===== config.mk =====
export PLATFORM = sky130hd
export DESIGN_NAME = mtss_ctrl
export DESIGN_NICKNAME = d
export VERILOG_FILES = /design/src/mtss_pkg.sv /design/src/mtss_ctrl.sv
export SDC_FILE = /design/constraint.sdc
export NUM_CORES = 1
export LEC_CHECK = 0
export BUFFER_PORTS_ARGS = -buffer_cell sky130_fd_sc_hd__buf_2
export CORE_AREA = 5 5 42 44
export CTS_BUF_LIST = sky130_fd_sc_hd__clkbuf_8 sky130_fd_sc_hd__clkbuf_16
export CTS_CLUSTER_SIZE = 28
export DETAILED_ROUTE_END_ITERATION = 8
export DIE_AREA = 0 0 47 49
export MAX_ROUTING_LAYER = met4
export PLACE_DENSITY = 0.3
export SYNTH_ARGS = -nofsm -noshare
export SYNTH_HDL_FRONTEND = slang
export SYNTH_SLANG_ARGS = --single-unit
export TNS_END_PERCENT = 50

===== constraint.sdc =====
create_clock -name clk_i -period 3.3 [get_ports clk_i]
set_input_delay 0.66 -clock clk_i [delete_from_list [all_inputs] [get_ports clk_i]]
set_output_delay 0.66 -clock clk_i [all_outputs]
set_load 0.1 [all_outputs]

===== src/mtss_pkg.sv =====
// Shared types, constants and codes of the monomial term set store.
package mtss_pkg;

  // Largest variable count the store is sized for.
  localparam int MaxVars   = 16;
  localparam int TermDepth = MaxVars + MaxVars * MaxVars + MaxVars * MaxVars * MaxVars;

  // Field widths fixed by the interface.
  localparam int OpW   = 2;
  localparam int NameW = 5;
  localparam int CntW  = 5;
  localparam int DegW  = 2;

  // Derived widths.
  localparam int NumW  = $clog2(MaxVars + 1);
  localparam int OffW  = $clog2(MaxVars);
  localparam int IdxW  = $clog2(TermDepth);
  localparam int CmpW  = (NameW > NumW) ? ((NameW > CntW) ? NameW : CntW)
                                        : ((NumW > CntW) ? NumW : CntW);

  localparam logic [CntW-1:0] VarCountRst = CntW'(16);

  typedef enum logic [OpW-1:0] {
    OpTest  = 2'd0,
    OpSet   = 2'd1,
    OpClear = 2'd2,
    OpNone  = 2'd3
  } op_e;

  typedef enum logic [2:0] {
    StClear,
    StIdle,
    StMul1,
    StMul2,
    StRead,
    StWrite
  } state_e;

  typedef struct packed {
    logic [OpW-1:0]   op;
    logic [NameW-1:0] var_a;
    logic [NameW-1:0] var_b;
    logic [NameW-1:0] var_c;
  } in_item_t;

  typedef struct packed {
    logic            was_present;
    logic            changed;
    logic [DegW-1:0] term_degree;
    logic            bad_term;
  } out_item_t;

  // Controller to datapath.
  typedef struct packed {
    logic load;
    logic mul1;
    logic mul2;
    logic rd;
    logic finish;
    logic clr_wr;
  } cmd_t;

  // Datapath to controller.
  typedef struct packed {
    logic clr_last;
    logic out_free;
  } status_t;

endpackage


===== src/mtss_ctrl.sv =====
// Sequencer: clearing sweep, then load / two multiply steps / read / write per item.
module mtss_ctrl (
  input  logic              clk_i,
  input  logic              rst_ni,
  input  logic              in_valid_i,
  output logic              in_ready_o,
  input  mtss_pkg::status_t status_i,
  output mtss_pkg::cmd_t    cmd_o
);

  mtss_pkg::state_e state_q, state_d;

  always_ff @(posedge clk_i or negedge rst_ni) begin
    if (!rst_ni) begin
      state_q <= mtss_pkg::StClear;
    end else begin
      state_q <= state_d;
    end
  end

  always_comb begin
    state_d    = state_q;
    cmd_o      = '0;
    in_ready_o = 1'b0;
    unique case (state_q)
      mtss_pkg::StClear: begin
        cmd_o.clr_wr = 1'b1;
        if (status_i.clr_last) begin
          state_d = mtss_pkg::StIdle;
        end
      end
      mtss_pkg::StIdle: begin
        in_ready_o = 1'b1;
        if (in_valid_i) begin
          cmd_o.load = 1'b1;
          state_d    = mtss_pkg::StMul1;
        end
      end
      mtss_pkg::StMul1: begin
        cmd_o.mul1 = 1'b1;
        state_d    = mtss_pkg::StMul2;
      end
      mtss_pkg::StMul2: begin
        cmd_o.mul2 = 1'b1;
        state_d    = mtss_pkg::StRead;
      end
      mtss_pkg::StRead: begin
        cmd_o.rd = 1'b1;
        state_d  = mtss_pkg::StWrite;
      end
      mtss_pkg::StWrite: begin
        if (status_i.out_free) begin
          cmd_o.finish = 1'b1;
          state_d      = mtss_pkg::StIdle;
        end
      end
      default: begin
        state_d = mtss_pkg::StIdle;
      end
    endcase
  end

endmodule


# Word level (Yosys, flattened, before mapping)

Index checks and enable logic that the tools add are counted.

Register bits after elaboration: 3
Word-level logic and storage cells: 24
Output and inout port bits: 7
Input port bits: 5

Equal/unequal tests: 8
Reductions and logical operators: 2
Muxes and demuxes: 13

Operator list:

| cell                                                                  | number |
|---|---|
| 3-bit one-hot mux with 6 select lines                                 | 1 |
| 1-bit two-way mux                                                     | 9 |
| 3-bit two-way mux                                                     | 3 |
| 3-bit by 2-bit equality test with 1-bit output, second input constant | 2 |
| 3-bit equality test, second input constant                            | 2 |
| 2-bit != test, second input constant                                  | 3 |
| 3-bit by 1-bit equality test with 1-bit output, second input constant | 1 |
| 3-bit logical NOT                                                     | 1 |
| 3-bit AND reduction                                                   | 1 |

# Longest topological paths before layout

Gate-level depths: netlist of the first run.

Depth in word-level cells: 3
Mapped depth: 2

# Worst setup path after synthesis of the first run

Ideal clock, no wire load.

Kind: reg-to-output
From: reg state_q[2]
To: out cmd_o[5] (netlist bit)
Cell stages (with the launch flop): 3
Path slack: -5 ps
Data arrival time: 2645 ps
Required time: 2640 ps
Cells stage by stage: dfrtp_1 > nor3b_2 > and2_1

RTL lines:

| what                   | RTL line        | source |
|---|---|---|
| start, declared        | mtss_ctrl.sv:11 | `mtss_pkg::state_e state_q, state_d;` |
| start signal, assigned | mtss_ctrl.sv:15 | `state_q <= mtss_pkg::StClear;` |
| start signal, assigned | mtss_ctrl.sv:17 | `state_q <= state_d;` |
| end, declared          | mtss_ctrl.sv:8  | `output mtss_pkg::cmd_t cmd_o` |

==> impl_summary.txt, run 1 <==
----------------------------------------------------
[Setup path]
  Category of the worst setup path capture point ... output port
  Signal arrival time at the worst endpoint ... 1.49 ns
  Slowest cell on the critical path ... dfrtp_1
  CP startpoint ... state_q[2]
  Crit-path max FO ... 7
  Critical path startpoint category ... flip-flop
  Buffers & Inverters on Critical Path ... 1
  CP cell instances ... nor3b_4 -> and2_1 -> buf_2
  Gate family responsible for the most delay along the worst path ... flip-flops
  Biggest cell delay along the critical path ... approximately 0.47 ns
  Crit Reg-Reg Startpoint ... state_q[1]
  Category of the critical setup timing path ... flip-flop to output port
  CP required ... ~2.6 ns

[Synthesis]
  Area share of the largest cell type after synthesis ... a little over two fifths
  Cell area after technology mapping ... between 150 and 200 um^2
  Dominant cell type by area after synthesis ... dfrtp_1
  Gate Count Post-Synth ... 18
  Count of cell types in the netlist ... 12
  Synthesized Nets ... 23
  Share of synthesized area occupied by flip-flops and latches ... 42.6%
  Cells taking the most area after synthesis ... dfrtp_1 (43%), nor3b_2 (14%), a21o_1 (8.5%), and2_1 (7.1%), nand2b_2 (5.0%)
  Mean instance size in the synthesized netlist ... between 9 and 10 um^2
  Flop and latch count out of synthesis ... 3
  Yosys warns ... 0

[GRT]
  Total GRT Usage ... between 5 and 6%
  Largest net degree at the start of global routing ... 9
  Vias in the first global route ... roughly 200
  Total grt overflow ... 0
  Antenna violations before repair ... 0
  First-pass GRT wire length ... 772 um

[Place]
  Cell count after placement ... 45
  Placement Cell Area ... 258 um^2
  Placer congestion estimate ... 0.615
  Quantity of I/O buffers inserted on ports ... 11

[Route]
  Routed wire length ... ~470 um
  Initial DRC Count ... 1
  Number of remaining DRC errors ... 0
  Routed wire length per instance ... between 9 and 10 um
  Post-detailed-route via-to-cell ratio ... between 3 and 4
  Number of search-and-repair iterations in the first detailed-routing pass ... 2
  Count of antenna-violating nets left after detailed routing ... 0
  Detailed-route via count ... 177

[Floorplan]
  Overall die area ... 0.00230 mm^2
  Initial Util ... about an eighth
  Horizontal die dimension ... 47 um
  IO Pins ... 12
  Vert. Die Dim ... about 49 um
  Placeable Area ... roughly 0.0014 mm^2
  Num rows ... 14

[Outcome]
  Status ... completed

[Final layout]
  Share of post-route cells with drive strength above 1 ... approximately 50%
  Number of flip-flops in the largest register ... 3
  Register with the most flip-flops ... state_q
  Number of fill cells in the layout ... between 150 and 200
  Number of inserted diodes ... 0
  Post-Layout Cell Count ... between 40 and 50
  Registers with the most flip-flops ... state_q: 3 flops
  Post-route standard cell area excluding fillers ... 303 um^2
  Multi-input logic area ... 108 um^2
  Sequential cell area in the final layout ... between 70 and 80 um^2
  Net count of the finished layout ... 39
  Area growth syn-to-layout ... 71.6%
  Layout Utilization ... a little over a fifth

[Clocking]
  CTS Buf Count ... 3
  Clock-pin slew on the worst setup and hold paths ... 0.03 ns
  TritonCTS clock tree ... done
  Number of buffers added for setup after CTS ... 0
  Number of gates resized after cts ... 0
  Deepest level of the CTS H-tree ... 1
  TritonCTS Sinks ... 3
  Clock buffer depth ... 2
  Worst skew pair latency ... roughly 0.21 ns
  Clock tree root buffer cell ... clkbuf_8
  Number of buffers added to fix hold violations after cts ... 0

[Timing]
  Worst slew slack as a fraction of its limit ... about two thirds
  Final Hold Fails ... 0
  Min cycle time layout ... 2.15 ns
  Crit share post-route ... about 65%
  Number of setup violations in the final report ... 0
  Setup tns final ... 0 ns
  Unrepaired setup endpoints after global routing ... false
  Final-report max-slew violation count ... 0
  Worst Max-Slew Pin Slew ... between 0.4 and 0.5 ns
  Worst setup skew after layout ... 0.00159 ns
  Maximum operating frequency ... between 0.4 and 0.5 GHz

[Flow run]
  Max cap viols ... 0

[Worst hold path]
  Min-delay worst type ... primary input to async pin

----------------------------------------------------
## worst paths after layout
path / slack [ns] / cells past startpoint / endpoint
min in group clk_i: 0.66 / 1 / state_q[0]
setup reg to reg: 2.17 / 2 / state_q[0]
setup / recovery: 1.15 / 3 / cmd_o[5]
max in group asynchronous: 2.96 / 1 / state_q[1]
hold reg to reg: 0.66 / 1 / state_q[0]
hold / removal: 0.23 / 1 / state_q[2]
## cells by family (layout without fill, tap and decap cells)
| group | Yosys count | in the layout | share of synthesized area, % |
|---|---|---|---|
| AOI/OAI and AO/OA | 4 | 4 | 14.9 |
| buffers and inverters | 0 | 15 | 0 |
| DFF | 3 | 3 | 42.6 |
| and+or+nand+nor | 11 | 11 | 42.6 |
## layout by cell type, fill, tap and decap left out
cell       n
buf_2     11
clkbuf_8   3
dfrtp_1    3
nor2_1     2
and2_1     2
a21o_1     2
nand2b_2   1
nand2_1    1
nor3b_2    1
nor3b_4    1
nor3_1     1
nor2b_1    1
o21ai_0    1
or3_1      1
o22ai_1    1
inv_1      1
## through the flow
stage                     setup WS (ns)  hold WS (ns)
after CTS                          1.13         0.227
after detailed placement           1.21         0.457
after global placement             1.24         0.456
after global routing               1.09         0.235
after floorplan                  0.0787         0.364
final                              1.15         0.233
## synthesized netlist by cell type
library cell / number
a21o_1: 2
and2_1: 2
dfrtp_1: 3
nand2_1: 1
nand2b_2: 1
nor2_1: 2
nor2b_1: 1
nor3_1: 1
nor3b_2: 2
o21ai_0: 1
o22ai_1: 1
or3_1: 1
## area by class of cell
| cell class | instances | area share (%) |
|---|---|---|
| Clock buffer | 3 | 13.6 |
| Clock inverter | 1 | 1.24 |
| Multi-Input combinational cell | 15 | 35.5 |
| Sequential cell | 3 | 24.8 |
| Tap cell | 16 | 6.61 |
| Timing Repair Buffer | 11 | 18.2 |
## layer usage
metal / track usage, % / vias up / share of wire, %
li1: - / 92 / -
met1: 4.87 / 81 / 36
met2: 7.47 / 4 / 58
met3: 1.11 / 0 / 5.9
met4: 5.53 / 0 / 0
met5: - / - / 0
Power of run 1 is not shown: default switching activity piles up to over one toggle a cycle in this logic, so the estimate is an artifact.
==> run 2: changes to the inputs <==
clock period = 1.9 ns   (was 3.3 ns; I/O delays follow)
==> run 2 against run 1 <==
Effect of this change:
- non-clock buffer count up 1
- count of clock-buffer cells in the layout did not move
- final cell count rose by 2.0%
- die area did not move
- global-route usage rose by 0.14 points
- sequential share of layout area decreased by 4.3 points
- clock skew is 0.0012 ns lower
- critical path type unchanged
- routed wire length increased by 0.42%
- critical path depth shrank 1
- sequential cell count is the same
- largest cell class unchanged
==> impl_summary.txt, run 2 (synthesis gave the netlist of run 1 again) <==
----------------------------------------------------
[Clocking]
  TritonCTS Sinks ... 3 (unchanged)
  CTS Buf Count ... 3 (unchanged)
  Clock tree root buffer cell ... clkbuf_8
  Clock-pin slew on the worst setup and hold paths ... 0.03 ns (about the same)
  TritonCTS clock tree ... done
  Worst skew pair latency ... 0.21 ns (about the same)
  Clock buffer depth ... 2 (unchanged)
  Deepest level of the CTS H-tree ... 1 (unchanged)

[Final layout]
  Share of post-route cells with drive strength above 1 ... 58.8% (+7.3 points)
  Leading cell type in the layout, fill and taps excluded ... buf_2
  Commonest non-fill, non-tap cells in the layout ... buf_2 (8), clkbuf_8 (3), buf_12 (3), dfrtp_1 (3)
  Number of inserted diodes ... 0 (unchanged)
  Post-route standard cell area excluding fillers ... 367 um^2 (+21%)
  Layout Utilization ... 26.2% (+4.6 points)
  Registers with the most flip-flops ... state_q: 3 flops
  Number of flip-flops in the largest register ... 3 (unchanged)
  Area growth syn-to-layout ... 108%
  Net count of the finished layout ... 40 (+2.6%)
  Register with the most flip-flops ... state_q

[GRT]
  Largest net degree at the start of global routing ... 9 (unchanged)
  First-pass GRT wire length ... 793 um (+2.7%)
  Vias in the first global route ... 185 (-8.4%)
  Total GRT Usage ... 5.21% (+0.14 points)
  Total grt overflow ... 0 (unchanged)
  Antenna violations before repair ... 0 (unchanged)

[Route]
  Detailed-route via count ... 189 (+6.8%)
  Post-detailed-route via-to-cell ratio ... 3.78 (+4.6%)
  Number of search-and-repair iterations in the first detailed-routing pass ... 2 (unchanged)
  Routed wire length per instance ... 9.50 um (-1.6%)
  Routed wire length ... 475 um (+0.42%)
  Count of antenna-violating nets left after detailed routing ... 0 (unchanged)
  Number of remaining DRC errors ... 0 (unchanged)
  Initial DRC Count ... 2 (+1)

[Worst hold path]
  Hold Path Sink ... state_q[1]
  Min-delay worst type ... primary input to flip-flop
  Worst Hold Depth ... 2
  Min-Delay Startpoint ... in_valid_i

[Floorplan]
  Vert. Die Dim ... 49 um (unchanged)
  Num rows ... 14 (unchanged)
  Initial Util ... 12.6% (unchanged)
  IO Pins ... 12 (unchanged)
  Placeable Area ... 0.00140 mm^2 (unchanged)
  Horizontal die dimension ... 47 um (unchanged)
  Overall die area ... 0.00230 mm^2 (unchanged)

[Outcome]
  Status ... completed

[Setup path]
  Crit Reg-Reg Startpoint ... state_q[1]
  Category of the worst setup path capture point ... output port
  CP required ... 1.52 ns (-1.12 ns)
  Worst R2R Path Depth ... 2 (unchanged)
  Crit-path max FO ... 8 (+1)
  Worst reg-to-reg setup slack ... 0.76 ns (-1.41 ns)
  Critical path startpoint category ... flip-flop
  Endpoint of the worst-slack reg-to-reg timing path ... state_q[0]
  Category of the critical setup timing path ... flip-flop to output port
  Signal arrival time at the worst endpoint ... 1.38 ns (-0.11 ns)

[Timing]
  Worst slew slack as a fraction of its limit ... 67.6% (+0.073 points)
  Min Hold Slack ... 0.406 ns (+0.173 ns)
  Crit share post-route ... 92.7%
  Final Hold Fails ... 0 (unchanged)
  Number of setup violations in the final report ... 0 (unchanged)
  Worst setup skew after layout ... 0.000370 ns (-0.00122 ns)
  Min cycle time layout ... between 1.5 and 2 ns
  Setup tns final ... 0 ns (unchanged)
  Unrepaired setup endpoints after global routing ... false
  Maximum operating frequency ... 0.568 GHz
  Final-report max-slew violation count ... 0 (unchanged)
  Worst Max-Slew Pin Slew ... 0.489 ns (-0.00110 ns)

[Flow run]
  Max cap viols ... 0 (unchanged)

[Place]
  Placer congestion estimate ... 0.631 (+2.6%)
  Placement Cell Area ... 312 um^2 (+21%)
  Quantity of I/O buffers inserted on ports ... 11 (unchanged)

----------------------------------------------------
-- run 2: repair_timing --
| action | 4_1_cts | 5_1_grt |
|---|---|---|
| endpoints found under the hold margin | 3 | 0 |
| hold buffers | 1 | 0 |
| gates resized for setup | 0 | 0 |
| buffers inserted | 0 | 0 |
-- run 2: worst max-delay path: stages, from the launching register on --
cell and delay [ns]:
dfrtp_1 0.47, nor3b_4 0.24, buf_2 0.46
-- run 2: metrics by stage --
step           setup WS (ns)  instances
6_report               0.138         50
5_1_grt               0.0513         50
4_1_cts                0.117         50
3_5_place_dp           0.347         45
3_3_place_gp           0.336         45
2_1_floorplan         -0.456         18
-- run 2: worst max-delay path by stage --
stage,start,to,cells after the start
3_3_place_gp,state_q[0],in_ready_o,2
6_report,state_q[0],in_ready_o,2
5_1_grt,state_q[1],cmd_o[4],2
2_1_floorplan,state_q[2],cmd_o[5],2
3_5_place_dp,state_q[2],cmd_o[4],2
4_1_cts,state_q[2],cmd_o[4],2
-- run 2: per-layer routing --
metal,part of all wire [%],global-route usage (%),routed length (um)
met5,0,-,0
met4,0,5.53,0
met3,6.5,2.58,31
met1,35,5.53,165
met2,59,6.33,278
-- run 2: area by class of cell --
| type | instances | area (um^2) |
|---|---|---|
| multi-input combinational | 15 | 116 |
| timing repair buffer | 12 | 110 |
| clock inverter | 1 | 3.75 |
| fill | 161 | 1030 |
| tap | 16 | 20.0 |
| sequential | 3 | 75.1 |
| clock buffer | 3 | 41.3 |
Power of run 2 is left out for the same reason.
==> run 3: changes to the inputs <==
TNS_END_PERCENT = 100   (was 50)
clock period = 1.6 ns   (was 1.9 ns; I/O delays follow)
==> run 3 against run 2 <==
Effect of this change:
- worst setup slack worse by 0.084 ns
- register-to-register slack worse by 0.29 ns
- first-iteration DRC count rose to 2.5 times the previous value
- non-clock buffer count up 1
- via count down 2.1%
- critical path type unchanged
- sequential share of layout area down 2.8 points
- core utilization up 5.7 points
- final cell count up 2.0%
- sequential cell count unchanged
- routed wire length up 4.2%
- critical path depth up 1
- global-route usage up 0.072 points
- critical endpoint is now cmd_o[2]
==> impl_summary.txt, run 3 (synthesis gave the netlist of run 1 again) <==
----------------------------------------------------
[Timing]
  Final-report max-slew violation count ... 0 (unchanged)
  Worst Max-Slew Pin Slew ... 0.261 ns (-0.228 ns)
  Crit share post-route ... between 90% and 100%
  Maximum operating frequency ... 0.647 GHz
  Unrepaired setup endpoints after global routing ... true
  Number of setup violations in the final report ... 0 (unchanged)
  Crit path setup slack, layout ... 0.0546 ns (-0.0835 ns)
  Worst setup skew after layout ... 0.000326 ns (-0.0000435 ns)
  Final Hold Fails ... 0 (unchanged)
  Min cycle time layout ... 1.55 ns
  Worst slew slack as a fraction of its limit ... 82.5% (+15 points)

[Final layout]
  Register with the most flip-flops ... state_q
  Number of fill cells in the layout ... 148 (-8.1%)
  Leading cell type in the layout, fill and taps excluded ... buf_12
  Number of flip-flops in the largest register ... 3 (unchanged)
  Area growth syn-to-layout ... 153%
  Number of inserted diodes ... 0 (unchanged)
  Share of post-route cells with drive strength above 1 ... 71.4% (+13 points)
  Registers with the most flip-flops ... state_q: 3 flops
  Net count of the finished layout ... 41 (+2.5%)
  Commonest non-fill, non-tap cells in the layout ... buf_12 (7), buf_2 (4), clkbuf_8 (3), dfrtp_2 (3), a21o_1 (2)

[Setup path]
  Signal arrival time at the worst endpoint ... 1.23 ns (-0.15 ns)
  Biggest cell delay along the critical path ... 0.44 ns (-0.03 ns)
  Crit-path max FO ... 7 (-1)
  Worst reg-to-reg setup slack ... 0.47 ns (-0.29 ns)
  Critical path startpoint category ... flip-flop
  Category of the worst setup path capture point ... output port
  Buffers & Inverters on Critical Path ... 1 (unchanged)
  CP cell instances ... nand2b_2 -> nor2_2 -> buf_12
  Worst R2R Path Depth ... 2 (unchanged)
  Category of the critical setup timing path ... flip-flop to output port
  CP required ... 1.28 ns (-0.24 ns)
  Endpoint of the worst-slack reg-to-reg timing path ... state_q[0]
  Slowest cell on the critical path ... dfrtp_2
  Gate family responsible for the most delay along the worst path ... flip-flops
  Crit Reg-Reg Startpoint ... state_q[1]

[Floorplan]
  Horizontal die dimension ... 47 um (unchanged)
  Placeable Area ... 0.00140 mm^2 (unchanged)
  Vert. Die Dim ... 49 um (unchanged)
  IO Pins ... 12 (unchanged)
  Overall die area ... 0.00230 mm^2 (unchanged)
  Initial Util ... 12.6% (unchanged)
  Num rows ... 14 (unchanged)

[Place]
  Detailed placement HPWL ... ~400 um
  Quantity of I/O buffers inserted on ports ... 11 (unchanged)
  Placer congestion estimate ... 0.638 (+1.2%)
  Post-Place Setup Slack ... 0.270 ns (-0.0766 ns)

[GRT]
  Antenna violations before repair ... 0 (unchanged)
  Vias in the first global route ... 198 (+7.0%)
  Largest net degree at the start of global routing ... 9 (unchanged)
  Total GRT Usage ... 5.28% (+0.072 points)
  Total grt overflow ... 0 (unchanged)
  First-pass GRT wire length ... 814 um (+2.6%)

[Route]
  Count of antenna-violating nets left after detailed routing ... 0 (unchanged)
  Initial DRC Count ... 5 (+3)
  Routed wire length per instance ... 9.71 um (+2.2%)
  Detailed-route via count ... 185 (-2.1%)
  Routed wire length ... 495 um (+4.2%)
  Number of search-and-repair iterations in the first detailed-routing pass ... 4 (+2)
  Number of remaining DRC errors ... 0 (unchanged)
  Post-detailed-route via-to-cell ratio ... 3.63 (-4.0%)

[Clocking]
  Number of buffers added for setup after CTS ... 0 (unchanged)
  Worst skew pair latency ... 0.21 ns (about the same)
  CTS Buf Count ... 3 (unchanged)
  Number of gates resized after cts ... 0 (unchanged)
  TritonCTS clock tree ... done
  Clock buffer depth ... 2 (unchanged)
  TritonCTS Sinks ... 3 (unchanged)
  Clock-pin slew on the worst setup and hold paths ... 0.03 ns (about the same)
  Deepest level of the CTS H-tree ... 1 (unchanged)
  Clock tree root buffer cell ... clkbuf_8

[Flow run]
  Max cap viols ... 0 (unchanged)

[Worst hold path]
  Hold Path Sink ... state_q[1]
  Min-delay worst type ... primary input to flip-flop
  Worst Hold Depth ... 2 (unchanged)
  Min-Delay Startpoint ... in_valid_i

[Outcome]
  Status ... completed

----------------------------------------------------
## run 3: cell types whose count changed in the layout (fill, tap and decap cells not counted)
cell | before | now
buf_12 | 3 | 7
buf_2 | 8 | 4
dfrtp_1 | 3 | 0
dfrtp_2 | 0 | 3
and2_2 | 1 | 0
and2_4 | 0 | 1
buf_4 | 0 | 1
nor2_1 | 2 | 1
nor2_2 | 0 | 1
nor2b_2 | 1 | 0
nor2b_4 | 0 | 1
## run 3: worst max-delay path by stage
stage                     endpoint  slack, ns  cells past startpoint       start
final                     cmd_o[2]       0.05                      3  state_q[1]
after detailed placement  cmd_o[2]       0.27                      3  state_q[1]
after global routing      cmd_o[2]     -0.003                      3  state_q[1]
after global placement    cmd_o[2]       0.28                      3  state_q[1]
after CTS                 cmd_o[2]       0.04                      3  state_q[1]
after floorplan           cmd_o[5]      -0.55                      2  state_q[2]
## run 3: worst reg2reg max path: stages (launching register included)
cell	delay, ns
dfrtp_2	0.44
or3_1	0.38
a21o_1	0.19
## run 3: what timing repair did
item	CTS	global route
hold buffers	1	0
endpoints found under the setup margin	0	1
hold endpoints to repair	3	0
## run 3: per-stage QoR
stage               utilization, %  instance area [um^2]  cells  hold slack (ns)  setup TNS, ns
finish                        31.9                   447     51            0.359              0
detailed placement            27.9                   392     46            0.117              0
global route                  31.9                   447     51            0.367       -0.00344
floorplan                        -                   204     18           0.0244          -2.41
CTS                           31.9                   447     51            0.356              0
global placement              27.9                   392     46            0.114              0
## run 3: layout make-up
class                   instances  area [um^2]  area share (%)
repair buffers                 13          178            39.8
clock inverters                 1         3.75           0.840
flip-flops and latches          3         78.8            17.6
clock buffers                   3         41.3            9.24
well taps                      16         20.0            4.48
multi-input cells              15          125            28.0
## run 3: metal layers
layer,global-route usage (%),up-vias,share of wire (%)
li1,-,97,-
met1,5.75,81,37
met2,6.79,7,50
met3,1.85,0,13
met4,5.53,0,0
met5,-,-,0
Power of run 3 is left out for the same reason.
